`src/sv/csd_pkg.sv`:
```
`default_nettype none
package csd_pkg;

	localparam int DECK_DEPTH_DEF = 64;
	localparam int HAND_CARDS_DEF = 13;
	localparam int DECK_SIZE_RST  = 52;
	localparam int RAND_W         = 16;
	localparam int SIZE_W         = 7;

	localparam logic [1:0] OP_LOAD    = 2'd0;
	localparam logic [1:0] OP_SHUFFLE = 2'd1;
	localparam logic [1:0] OP_DEAL    = 2'd2;

	typedef struct packed {
		logic [1:0]        opcode;
		logic [5:0]        slot;
		logic [7:0]        card_value;
		logic [RAND_W-1:0] random_word;
	} req_t;

	typedef struct packed {
		logic [7:0] card;
		logic       status;
		logic       shuffle_done;
		logic       last;
	} res_t;

endpackage
`default_nettype wire

```
`src/sv/csd_mod.sv`:
```
`default_nettype none
module csd_mod #(
	parameter int DW = 7
) (
	input  wire logic                       clk,
	input  wire logic                       arst_n,
	input  wire logic                       start,
	input  wire logic [csd_pkg::RAND_W-1:0] dividend,
	input  wire logic [DW-1:0]              divisor,
	output logic                            done,
	output logic [DW-1:0]                   rem
);

	localparam int STEP_W = $clog2(csd_pkg::RAND_W);

	logic                       busy_q;
	logic                       done_q;
	logic [STEP_W-1:0]          step_q;
	logic [DW-1:0]              rem_q;
	logic [DW-1:0]              dvs_q;
	logic [csd_pkg::RAND_W-1:0] dvd_q;
	logic [DW:0]                trial;
	logic [DW:0]                diff;

	// one restoring remainder bit per cycle
	assign trial = {rem_q, dvd_q[csd_pkg::RAND_W-1]};
	assign diff  = trial - {1'b0, dvs_q};

	always_ff @(posedge clk or negedge arst_n) begin
		if (!arst_n) begin
			busy_q <= 1'b0;
			done_q <= 1'b0;
			step_q <= '0;
		end else begin
			done_q <= 1'b0;
			if (start) begin
				busy_q <= 1'b1;
				step_q <= '0;
				rem_q  <= '0;
				dvd_q  <= dividend;
				dvs_q  <= divisor;
			end else if (busy_q) begin
				if (trial >= {1'b0, dvs_q}) begin
					rem_q <= diff[DW-1:0];
				end else begin
					rem_q <= trial[DW-1:0];
				end
				dvd_q  <= {dvd_q[csd_pkg::RAND_W-2:0], 1'b0};
				step_q <= step_q + 1'b1;
				if (step_q == STEP_W'(csd_pkg::RAND_W - 1)) begin
					busy_q <= 1'b0;
					done_q <= 1'b1;
				end
			end
		end
	end

	assign done = done_q;
	assign rem  = rem_q;

endmodule
`default_nettype wire

```
`src/sv/csd_deck.sv`:
```
`default_nettype none
module csd_deck #(
	parameter int DEPTH = 64,
	parameter int AW    = 6
) (
	input  wire logic          clk,
	input  wire logic          we,
	input  wire logic [AW-1:0] waddr,
	input  wire logic [7:0]    wdata,
	input  wire logic          re,
	input  wire logic [AW-1:0] raddr,
	output logic [7:0]         rdata
);

	logic [7:0] mem [DEPTH];
	logic [7:0] rdata_q;

	always_ff @(posedge clk) begin
		if (we) begin
			mem[waddr] <= wdata;
		end
		if (re) begin
			rdata_q <= mem[raddr];
		end
	end

	assign rdata = rdata_q;

endmodule
`default_nettype wire

```
`src/sv/card_shuffle_deal.sv`:
```
`default_nettype none
// load and unknown opcode: one result, sent from S_EMIT once the output register is free
// shuffle step: the bit-serial remainder unit picks j (S_DIV), then the swap (S_RDI, S_RDJ, S_WRI, S_WRJ)
// deal: each card is read through the single deck read port (S_DRD) and sent from S_DOUT
// one request at a time; a waiting result does not block the next request
// arst_n clears control state; deck contents are undefined until loaded
module card_shuffle_deal #(
	parameter int DECK_DEPTH = csd_pkg::DECK_DEPTH_DEF,
	parameter int HAND_CARDS = csd_pkg::HAND_CARDS_DEF
) (
	input  wire logic                        clk,
	input  wire logic                        arst_n,
	input  wire logic                        req_valid,
	output logic                             req_stall,
	input  wire csd_pkg::req_t               req_data,
	output logic                             res_valid,
	input  wire logic                        res_stall,
	output csd_pkg::res_t                    res_data,
	input  wire logic                        cfg_valid,
	output logic                             cfg_ready,
	input  wire logic [csd_pkg::SIZE_W-1:0]  cfg_data
);

	localparam int AW = $clog2(DECK_DEPTH);
	localparam int SW = $clog2(DECK_DEPTH + 1);
	localparam int KW = $clog2(HAND_CARDS + 1);
	localparam int CW = SW + 8;
	localparam int RST_SIZE = (csd_pkg::DECK_SIZE_RST > DECK_DEPTH) ? DECK_DEPTH
		: csd_pkg::DECK_SIZE_RST;

	typedef enum logic [3:0] {
		S_IDLE, S_DIV, S_RDI, S_RDJ, S_WRI, S_WRJ, S_EMIT, S_DRD, S_DOUT
	} state_t;

	state_t        state_q;
	logic [SW-1:0] size_q;
	logic [AW-1:0] cnt_q;
	logic [SW-1:0] pos_q;
	logic [KW-1:0] k_q;
	logic [AW-1:0] j_q;
	logic [7:0]    ti_q;
	logic          st_q;
	logic          res_valid_q;
	csd_pkg::res_t res_q;

	logic          accept;
	logic          out_free;
	logic          emit;
	logic [SW-1:0] live_cfg;
	logic          div_start;
	logic          div_done;
	logic [SW-1:0] div_rem;
	logic          we;
	logic [AW-1:0] waddr;
	logic [7:0]    wdata;
	logic          re;
	logic [AW-1:0] raddr;
	logic [7:0]    rdata;
	logic [CW-1:0] deal_end;
	logic [CW-1:0] deal_addr;
	logic          hand_last;

	assign accept    = req_valid && !req_stall;
	assign req_stall = (state_q != S_IDLE) || cfg_valid;
	assign cfg_ready = (state_q == S_IDLE);
	assign out_free  = !res_valid_q || !res_stall;
	assign emit      = out_free && ((state_q == S_EMIT) || (state_q == S_DOUT));
	assign div_start = accept && (req_data.opcode == csd_pkg::OP_SHUFFLE) && (cnt_q != '0);
	assign deal_end  = CW'(pos_q) + CW'(HAND_CARDS);
	assign deal_addr = CW'(pos_q) + CW'(k_q);
	assign hand_last = (k_q == KW'(HAND_CARDS - 1));

	always_comb begin
		if (cfg_data == '0) begin
			live_cfg = SW'(1);
		end else if (int'(cfg_data) > DECK_DEPTH) begin
			live_cfg = SW'(DECK_DEPTH);
		end else begin
			live_cfg = SW'(cfg_data);
		end
	end

	always_comb begin
		we    = 1'b0;
		waddr = AW'(req_data.slot);
		wdata = req_data.card_value;
		re    = 1'b0;
		raddr = cnt_q;
		case (state_q)
			S_IDLE: begin
				we = accept && (req_data.opcode == csd_pkg::OP_LOAD)
					&& (int'(req_data.slot) < DECK_DEPTH);
			end
			S_RDI: begin
				re = 1'b1;
			end
			S_RDJ: begin
				re    = 1'b1;
				raddr = j_q;
			end
			S_WRI: begin
				we    = 1'b1;
				waddr = cnt_q;
				wdata = rdata;
			end
			S_WRJ: begin
				we    = 1'b1;
				waddr = j_q;
				wdata = ti_q;
			end
			S_DRD: begin
				re    = 1'b1;
				raddr = deal_addr[AW-1:0];
			end
			default: begin
			end
		endcase
	end

	csd_mod #(
		.DW(SW)
	) u_mod (
		.clk     (clk),
		.arst_n  (arst_n),
		.start   (div_start),
		.dividend(req_data.random_word),
		.divisor (SW'(cnt_q) + SW'(1)),
		.done    (div_done),
		.rem     (div_rem)
	);

	csd_deck #(
		.DEPTH(DECK_DEPTH),
		.AW   (AW)
	) u_deck (
		.clk  (clk),
		.we   (we),
		.waddr(waddr),
		.wdata(wdata),
		.re   (re),
		.raddr(raddr),
		.rdata(rdata)
	);

	always_ff @(posedge clk or negedge arst_n) begin
		if (!arst_n) begin
			state_q     <= S_IDLE;
			size_q      <= SW'(RST_SIZE);
			cnt_q       <= AW'(RST_SIZE - 1);
			pos_q       <= '0;
			k_q         <= '0;
			st_q        <= 1'b0;
			res_valid_q <= 1'b0;
		end else begin
			if (res_valid_q && !res_stall && !emit) begin
				res_valid_q <= 1'b0;
			end
			case (state_q)
				S_IDLE: begin
					if (cfg_valid) begin
						size_q <= live_cfg;
						cnt_q  <= AW'(live_cfg - SW'(1));
						pos_q  <= '0;
					end
					if (accept) begin
						st_q <= 1'b0;
						case (req_data.opcode)
							csd_pkg::OP_LOAD: begin
								cnt_q   <= AW'(size_q - SW'(1));
								pos_q   <= '0;
								state_q <= S_EMIT;
							end
							csd_pkg::OP_SHUFFLE: begin
								state_q <= (cnt_q != '0) ? S_DIV : S_EMIT;
							end
							csd_pkg::OP_DEAL: begin
								k_q <= '0;
								if (deal_end > CW'(size_q)) begin
									st_q    <= 1'b1;
									state_q <= S_EMIT;
								end else begin
									state_q <= S_DRD;
								end
							end
							default: begin
								state_q <= S_EMIT;
							end
						endcase
					end
				end
				S_DIV: begin
					if (div_done) begin
						j_q     <= AW'(div_rem);
						state_q <= S_RDI;
					end
				end
				S_RDI: begin
					state_q <= S_RDJ;
				end
				S_RDJ: begin
					ti_q    <= rdata;
					state_q <= S_WRI;
				end
				S_WRI: begin
					state_q <= S_WRJ;
				end
				S_WRJ: begin
					cnt_q   <= cnt_q - 1'b1;
					state_q <= S_EMIT;
				end
				S_EMIT: begin
					if (out_free) begin
						res_valid_q        <= 1'b1;
						res_q.card         <= '0;
						res_q.status       <= st_q;
						res_q.shuffle_done <= (cnt_q == '0);
						res_q.last         <= 1'b1;
						state_q            <= S_IDLE;
					end
				end
				S_DRD: begin
					state_q <= S_DOUT;
				end
				S_DOUT: begin
					if (out_free) begin
						res_valid_q        <= 1'b1;
						res_q.card         <= rdata;
						res_q.status       <= 1'b0;
						res_q.shuffle_done <= (cnt_q == '0);
						res_q.last         <= hand_last;
						k_q                <= k_q + 1'b1;
						if (hand_last) begin
							pos_q   <= deal_end[SW-1:0];
							state_q <= S_IDLE;
						end else begin
							state_q <= S_DRD;
						end
					end
				end
				default: begin
					state_q <= S_IDLE;
				end
			endcase
		end
	end

	assign res_valid = res_valid_q;
	assign res_data  = res_q;

endmodule
`default_nettype wire

```
`config.mk`:
```
export PLATFORM = sky130hd
export DESIGN_NAME = card_shuffle_deal
export DESIGN_NICKNAME = d
export VERILOG_FILES = /design/src/sv/csd_pkg.sv /design/src/sv/csd_mod.sv /design/src/sv/csd_deck.sv /design/src/sv/card_shuffle_deal.sv
export SDC_FILE = /design/constraint.sdc
export NUM_CORES = 1
export LEC_CHECK = 0
export ABC_AREA = 1
export BUFFER_PORTS_ARGS = -buffer_cell sky130_fd_sc_hd__buf_2
export CAP_MARGIN = 25
export CORE_MARGIN = 3
export CORE_UTILIZATION = 45
export DETAILED_ROUTE_END_ITERATION = 6
export PLACE_DENSITY_LB_ADDON = 0.2
export SLEW_MARGIN = 20
export SYNTH_ARGS = -nofsm -noshare
export SYNTH_HDL_FRONTEND = slang
export SYNTH_SLANG_ARGS = --single-unit
export TNS_END_PERCENT = 50
```
`constraint.sdc`:
```
create_clock -name clk -period 10.3 [get_ports clk]
set_input_delay 1.03 -clock clk [delete_from_list [all_inputs] [get_ports clk]]
set_output_delay 1.03 -clock clk [all_outputs]
set_load 0.05 [all_outputs]
```
== Word level (Yosys, flattened, before mapping) ==
Memories as Yosys holds them, arrays and structs flattened. A register that Yosys moved wholly into a read port is not among the register bits.
Cells that the tools add are included.

* Add/subtract/negate cells: 9
* $lt $le $gt $ge: 3
* Equality and inequality tests: 18
* Multiplexer cells: 52
* Reduce and logical (&&, ||, !) cells: 37

{| class="wikitable"
|+ Operators by type and width
! operator !! number
|-
| $mux 7 || 9
|-
| $mux 4 || 9
|-
| $pmux 4 s9 || 1
|-
| $pmux 6 s2 || 3
|-
| $mux 16 || 2
|-
| $mux 11 || 2
|-
| $pmux 11 s2 || 1
|-
| $mux 6 || 3
|-
| $sub 6x1->6 const B || 3
|-
| $eq 4x3->1 const B || 4
|-
| $pmux 8 s2 || 1
|-
| $mux 1 || 15
|-
| $pmux 7 s2 || 1
|-
| $eq 4x4->1 const B || 3
|-
| $reduce_and 4->1 || 3
|-
| $reduce_and 2->1 || 5
|-
| $add 4x1->4 const B || 2
|-
| $add 7x4->8 const B || 1
|-
| $eq 4x2->1 const B || 2
|-
| $ge 8x7->1 || 1
|-
| $gt 8x7->1 || 1
|-
| $pmux 4 s2 || 1
|-
| $reduce_bool 2->1 || 4
|-
| $add 6x1->7 const B || 1
|-
| other kinds (23) || 41
|}

* Register bits: 91
* Memory bits (writable): 512
* Output and inout bits: 14
* Word-level logic and storage cells: 139
* Memories kept: 1

{| class="wikitable"
|+ Memories
! memory !! depth !! bits a word !! rd ports !! clocked after memory_dff !! write ports !! RTL line !! RTL
|-
| u_deck.mem || 64 || 8 || 1 || 1 || 1 || csd_deck.sv:15 || <nowiki>logic [7:0] mem [DEPTH];</nowiki>
|}

== Logic depth before layout (Yosys ltp) ==
* Word-level depth: 8
* Mapped depth: 17
* Mapped depth without buffers: 17

== Hierarchy ==
A second synthesis with hierarchy kept.

* Cell total of the unflattened synthesis: 2482
* Area, all modules: 27009.7 sq um

{| class="wikitable"
|+ Modules (own cells, without submodules)
! module !! times used !! cells an instance !! area an instance (sq um) !! seq. area each (sq um)
|-
| csd_deck || 1 || 1805 || 21419.3 || 15615.0
|-
| card_shuffle_deal || 1 || 461 || 3659.8 || 1510.2
|-
| csd_mod || 1 || 216 || 1930.6 || 1051.0
|}

== Worst setup path after synthesis ==
Ideal clock, no wire load.

* Path kind: register to register
* Start: register state_q[1]
* End: memory u_deck.mem[0][0] (data pin)
* Arrival: 2.758 ns
* Path slack: 7.000 ns
* Cell stages (with the launch flop): 7
* Clock period less this slack: 3.300 ns
* Cells stage by stage: dfrtp_1 inv_1 nand2_1 nor2_1 inv_2 buf_2 o211ai_1

* Cells in the longest elaborated chain, start to end: 2

{| class="wikitable"
|+ Ends and longest elaborated chain
! element !! RTL line !! RTL
|-
| from (decl) || card_shuffle_deal.sv:35 || <nowiki>state_t state_q;</nowiki>
|-
| from (signal assigned) || card_shuffle_deal.sv:174 || <nowiki>state_q <= (cnt_q != '0) ? S_DIV : S_EMIT;</nowiki>
|-
| $eq 4x3->1 || card_shuffle_deal.sv:89 || <nowiki>case (state_q)</nowiki>
|-
| $pmux 8 s2 * || card_shuffle_deal.sv:89 ||
|-
| via u_deck.wdata[0] || csd_deck.sv:9 || <nowiki>input wire logic [7:0] wdata,</nowiki>
|-
| to (decl) || csd_deck.sv:15 ||
|}

Mark *: on every way through the listed nets, which the timed path passes. The rest lies on a longest branch.

== Final worst setup path ==
* Start: register pos_q[0]
* End: register u_deck.rdata_q[1] (netlist: u_deck.rdata[1]), read port of u_deck.mem (data pin)

* Cells in the longest elaborated chain, start to end: 2

{| class="wikitable"
|+ Ends and longest elaborated chain
! element !! RTL line !! RTL
|-
| from (decl) || card_shuffle_deal.sv:38 || <nowiki>logic [SW-1:0] pos_q;</nowiki>
|-
| from (signal assigned) || card_shuffle_deal.sv:233 || <nowiki>pos_q <= deal_end[SW-1:0];</nowiki>
|-
| $add 6x4->6 || card_shuffle_deal.sv:70 || <nowiki>assign deal_addr = CW'(pos_q) + CW'(k_q);</nowiki>
|-
| $pmux 6 s2 || card_shuffle_deal.sv:89 ||
|-
| to (decl) || csd_deck.sv:16 || <nowiki>logic [7:0] rdata_q;</nowiki>
|}

No other way between the ends.
A chain may end at the register's enable or synchronous reset.

==> Implementation_results.wiki <==
{| class="wikitable"
! Metric !! Value
|-
| Run status || complete, no violations
|-
| Most instantiated library cell after synthesis || sky130_fd_sc_hd__edfxtp_1
|-
| Clock Tree Root || sky130_fd_sc_hd__clkbuf_16
|-
| Max IR drop VDD || 0.204 mV
|-
| Max Buffers Root-to-Sink || 3
|-
| Number of buffers inserted by post-CTS setup repair || 0
|-
| Grt ovf || 0
|-
| Mux cell area share after synthesis || 0%
|-
| Buffers on Ports || 57
|-
| Num rows || 91
|-
| Via count of the first global-routing pass || roughly 20,000
|-
| Register-to-register setup slack || approximately 5.5 ns
|-
| Overall routed net length || ~77 mm
|-
| Depth of the CTS H-tree || 3
|-
| Initial antenna violation count || 0
|-
| Xor/xnor cell area share of the yosys netlist || less than 1%
|-
| RSZ-0062 raised after global routing || false
|-
| Synthesized area per cell || 10.4 sq um
|-
| Count of clock tree sinks || roughly 610
|-
| Required time of the critical path || ~11 ns
|-
| Instance area at placement || just under 0.03 sq mm
|-
| Total die area || 0.0663 sq mm
|-
| Clk pin slew, worst setup/hold paths || roughly 0.060 ns
|-
| Largest net degree at the start of global routing || roughly 110
|-
| Vert. Die Dim || 258 microns
|-
| Critical path endpoint category || flop
|-
| DP HPWL || roughly 45 mm
|-
| Cell types with the highest counts after synthesis || 575 x sky130_fd_sc_hd__edfxtp_1, 564 x sky130_fd_sc_hd__nand3_1, 490 x sky130_fd_sc_hd__nand2_1
|-
| DR vias/cell || 5.49
|-
| Share of power burned in combinational logic || about two fifths
|-
| Finish-stage setup viols || 0
|-
| Number of iterations in the first detailed-routing pass || 6
|-
| Setup TNS || 0 ns
|-
| Routability cong. || 0.912
|-
| Max-slew headroom || 31.2%
|-
| GRT Total Usage || about 23%
|-
| Compound-gate portion of the synthesized area || around 2.3%
|-
| Area share of fa/ha/maj cells after synthesis || 1.46%
|-
| Die Wd || ~260 microns
|-
| Area growth from synthesis to final layout || 11.4%
|-
| Cells after Synth || around 2,700
|-
| Insertion delay to the later sink of the worst-skew pair || slightly above 0.6 ns
|-
| Starting Density || a little under half
|-
| Hold_buf cts || 0
|-
| Synthesized net count || between 2,000 and 3,000
|-
| Type of the most critical hold path || flop to flop
|-
| Final Hold Violating Endpoints || 0
|-
| Flip-flop and latch count after synthesis || ~610
|-
| Total CTS buffers || a little under 70
|-
| Post-synthesis share of cell area spent on and, or, nand and nor gates || between 20% and 30%
|-
| Post-route worst hold slack || 0.503 ns
|-
| Final Util || 51.0%
|-
| Kind of critical path || flop to flop
|-
| Data arrival time of the critical path || 5.20 ns
|-
| Core Footprint || slightly above 0.06 sq mm
|-
| Startpoint types || flop
|-
| Worst slew pin tran || a little over 1 ns
|-
| Ratio of cells with drive above 1 in the final layout || 8.22%
|-
| Synthesized cell area || around 0.028 sq mm
|-
| Sw frac || around two fifths
|-
| Count of synthesis-stage warnings from yosys || 0
|-
| Routed WL per cell || approximately 21 microns
|-
| Main combinational cell family by area after synthesis || simple AND/OR/NAND/NOR gates
|-
| CTS tree || yes
|-
| Clock share of power || approximately 26%
|-
| Dominant register cell in the synthesized netlist || sky130_fd_sc_hd__edfxtp_1
|-
| First-pass GRT wire length || between 100 and 150 mm
|-
| CP Max Fanout || ~110
|-
| Max-slew violation total from the final report || 0
|-
| Post_cts resized || 0
|-
| Proportion of synthesized chip area in sequential cells || about 64%
|-
| Power density normalized to cell area || a little over 300 mW/mm^2
|-
| # Max-Cap Violations || 0
|-
| Top-level port count || slightly below 60
|-
| Routed via count || roughly 20,000
|-
| Power share of the sequential group || between 30% and 40%
|-
| Int Pwr || 5.68 mW
|-
| LEAKAGE || around 13 nW
|-
| Final Critical Period || ~4.8 ns
|-
| Post-detailed-route DRC marker count || 0
|-
| Distinct cell type count after synthesis || 42
|-
| F_max || 0.206 GHz
|-
| Switching power summed over all nets || between 4 and 5 mW
|-
| Final-stage net count || around 2,800
|-
| Skew final || between 0.02 and 0.025 ns
|-
| Iteration-0 DRC Markers || roughly 1,900
|-
| Synth top area share || around 61%
|-
| Largest cells by area after synthesis || sky130_fd_sc_hd__edfxtp_1 61%, sky130_fd_sc_hd__nand3_1 9.9%, sky130_fd_sc_hd__nand2_1 6.5%, sky130_fd_sc_hd__inv_1 5.5%, sky130_fd_sc_hd__nand3b_1 4.7%
|-
| Area leader, netlist || sky130_fd_sc_hd__edfxtp_1
|-
| Post-route design area || roughly 0.032 sq mm
|-
| Antenna diode instance count || 0
|-
| Number of enable-type register cells in the synthesized netlist || about 580
|-
| Final clock period utilization by the worst path || between 40 and 50%
|-
| Async set-or-reset flop fraction in the synthesized netlist || around 6%
|-
| Antenna viol nets, final || 0
|}
[worst max-delay path, stage by stage (launching register included)]
cell                      delay [ns]
sky130_fd_sc_hd__dfrtp_1        0.43
sky130_fd_sc_hd__ha_1           0.34
sky130_fd_sc_hd__nand2_1        0.12
sky130_fd_sc_hd__nand3_4        0.72
sky130_fd_sc_hd__nand2_8        0.87
sky130_fd_sc_hd__buf_4          0.90
sky130_fd_sc_hd__nand2_1        0.12
sky130_fd_sc_hd__nand3_1        0.11
sky130_fd_sc_hd__nand3_1        0.09
sky130_fd_sc_hd__nand3_1        0.13
sky130_fd_sc_hd__nand3_1        0.17
sky130_fd_sc_hd__nand3_1        0.31
sky130_fd_sc_hd__nand2_1        0.09
[final cells by class]
cell class / instances / area [sq um]
Inverter: 423 / 1590
Clock buffer: 86 / 1830
Multi-Input combinational cell: 1564 / 8110
Timing Repair Buffer: 85 / 495
Tap cell: 837 / 1050
Sequential cell: 611 / 18200
Fill cell: 5606 / 30400
Clock inverter: 41 / 465
[sequential cells by signal, summed over array words and instances (netlist names)]
name / cells
u_deck.mem: 512
j_q: 6
res_valid: 1
u_mod.step_q: 4
st_q: 1
u_mod.dvs_q: 7
u_deck.rdata: 8
k_q: 4
cnt_q: 6
size_q: 7
u_mod.busy_q: 1
u_mod.dvd_q: 16
state_q: 4
res_data: 11
ti_q: 8
u_mod.rem: 7
u_mod.done: 1
pos_q: 7
[per-layer routing]
| metal | track usage [%] | part of all wire, % |
|---|---|---|
| met1 | 31.6 | 42 |
| met2 | 37.0 | 47 |
| met3 | 4.51 | 7.8 |
| met4 | 8.16 | 3.4 |
| met5 | 0 | 0 |
[power by group through the flow]
stage               registers [mW]  clock network (mW)  logic, mW
global route                  3.37                2.64       4.23
CTS                           3.35                2.54       3.84
global placement              3.39                   0       3.78
floorplan                     3.38                   0       2.56
finish                        3.35                2.49       3.85
detailed placement            3.40                   0       3.83
[worst paths after layout]
path / depth (start not counted) / start / endpoint
hold / removal: 2 / u_mod.dvd_q[0] / u_mod.dvd_q[1]
min in group asynchronous: 2 / arst_n / u_mod.done
setup reg to reg: 12 / pos_q[0] / u_deck.rdata[1]
setup / recovery: 12 / pos_q[0] / u_deck.rdata[1]
hold reg to reg: 2 / u_mod.dvd_q[0] / u_mod.dvd_q[1]
max in group asynchronous: 2 / arst_n / state_q[2]
[placed cells by master (no fill, tap or decap), types with 4 or more instances in the layout]
| master | count |
|---|---|
| sky130_fd_sc_hd__a21oi_1 | 30 |
| sky130_fd_sc_hd__buf_2 | 57 |
| sky130_fd_sc_hd__buf_4 | 28 |
| sky130_fd_sc_hd__bufinv_16 | 8 |
| sky130_fd_sc_hd__clkbuf_1 | 14 |
| sky130_fd_sc_hd__clkbuf_16 | 70 |
| sky130_fd_sc_hd__clkinv_1 | 16 |
| sky130_fd_sc_hd__clkinv_2 | 12 |
| sky130_fd_sc_hd__dfrtp_1 | 29 |
| sky130_fd_sc_hd__dfstp_2 | 7 |
| sky130_fd_sc_hd__edfxtp_1 | 575 |
| sky130_fd_sc_hd__ha_1 | 30 |
| sky130_fd_sc_hd__inv_1 | 412 |
| sky130_fd_sc_hd__inv_2 | 7 |
| sky130_fd_sc_hd__nand2_1 | 490 |
| sky130_fd_sc_hd__nand3_1 | 564 |
| sky130_fd_sc_hd__nand3b_1 | 178 |
| sky130_fd_sc_hd__nand4_1 | 6 |
| sky130_fd_sc_hd__nand4_2 | 8 |
| sky130_fd_sc_hd__nor2_1 | 119 |
| sky130_fd_sc_hd__nor2_4 | 4 |
| sky130_fd_sc_hd__nor3_1 | 8 |
| sky130_fd_sc_hd__nor4_1 | 4 |
| sky130_fd_sc_hd__o211ai_1 | 14 |
| sky130_fd_sc_hd__o21ai_0 | 42 |
| sky130_fd_sc_hd__o22ai_1 | 13 |
| sky130_fd_sc_hd__or2_2 | 5 |
| sky130_fd_sc_hd__xor2_1 | 16 |
[per-stage QoR]
stage	setup slack, ns	instances	power (mW)
global placement	5.62	3520	7.17
global route	5.22	3647	10.2
finish	5.46	3647	9.69
CTS	5.53	3647	9.73
floorplan	7.00	2739	5.94
detailed placement	5.55	3520	7.22
[kinds of logic (layout without fill, tap and decap cells)]
kind of cell / Yosys count / count (layout)
flip-flops: 611 / 611
buffers and inverters: 564 / 635
AO/OA/AOI/OAI: 116 / 116
XOR/XNOR: 19 / 19
AND/OR/NAND/NOR: 1397 / 1397
adder cells (fa/ha/maj): 32 / 32
Note: power is estimated with default switching activity, not from simulation.
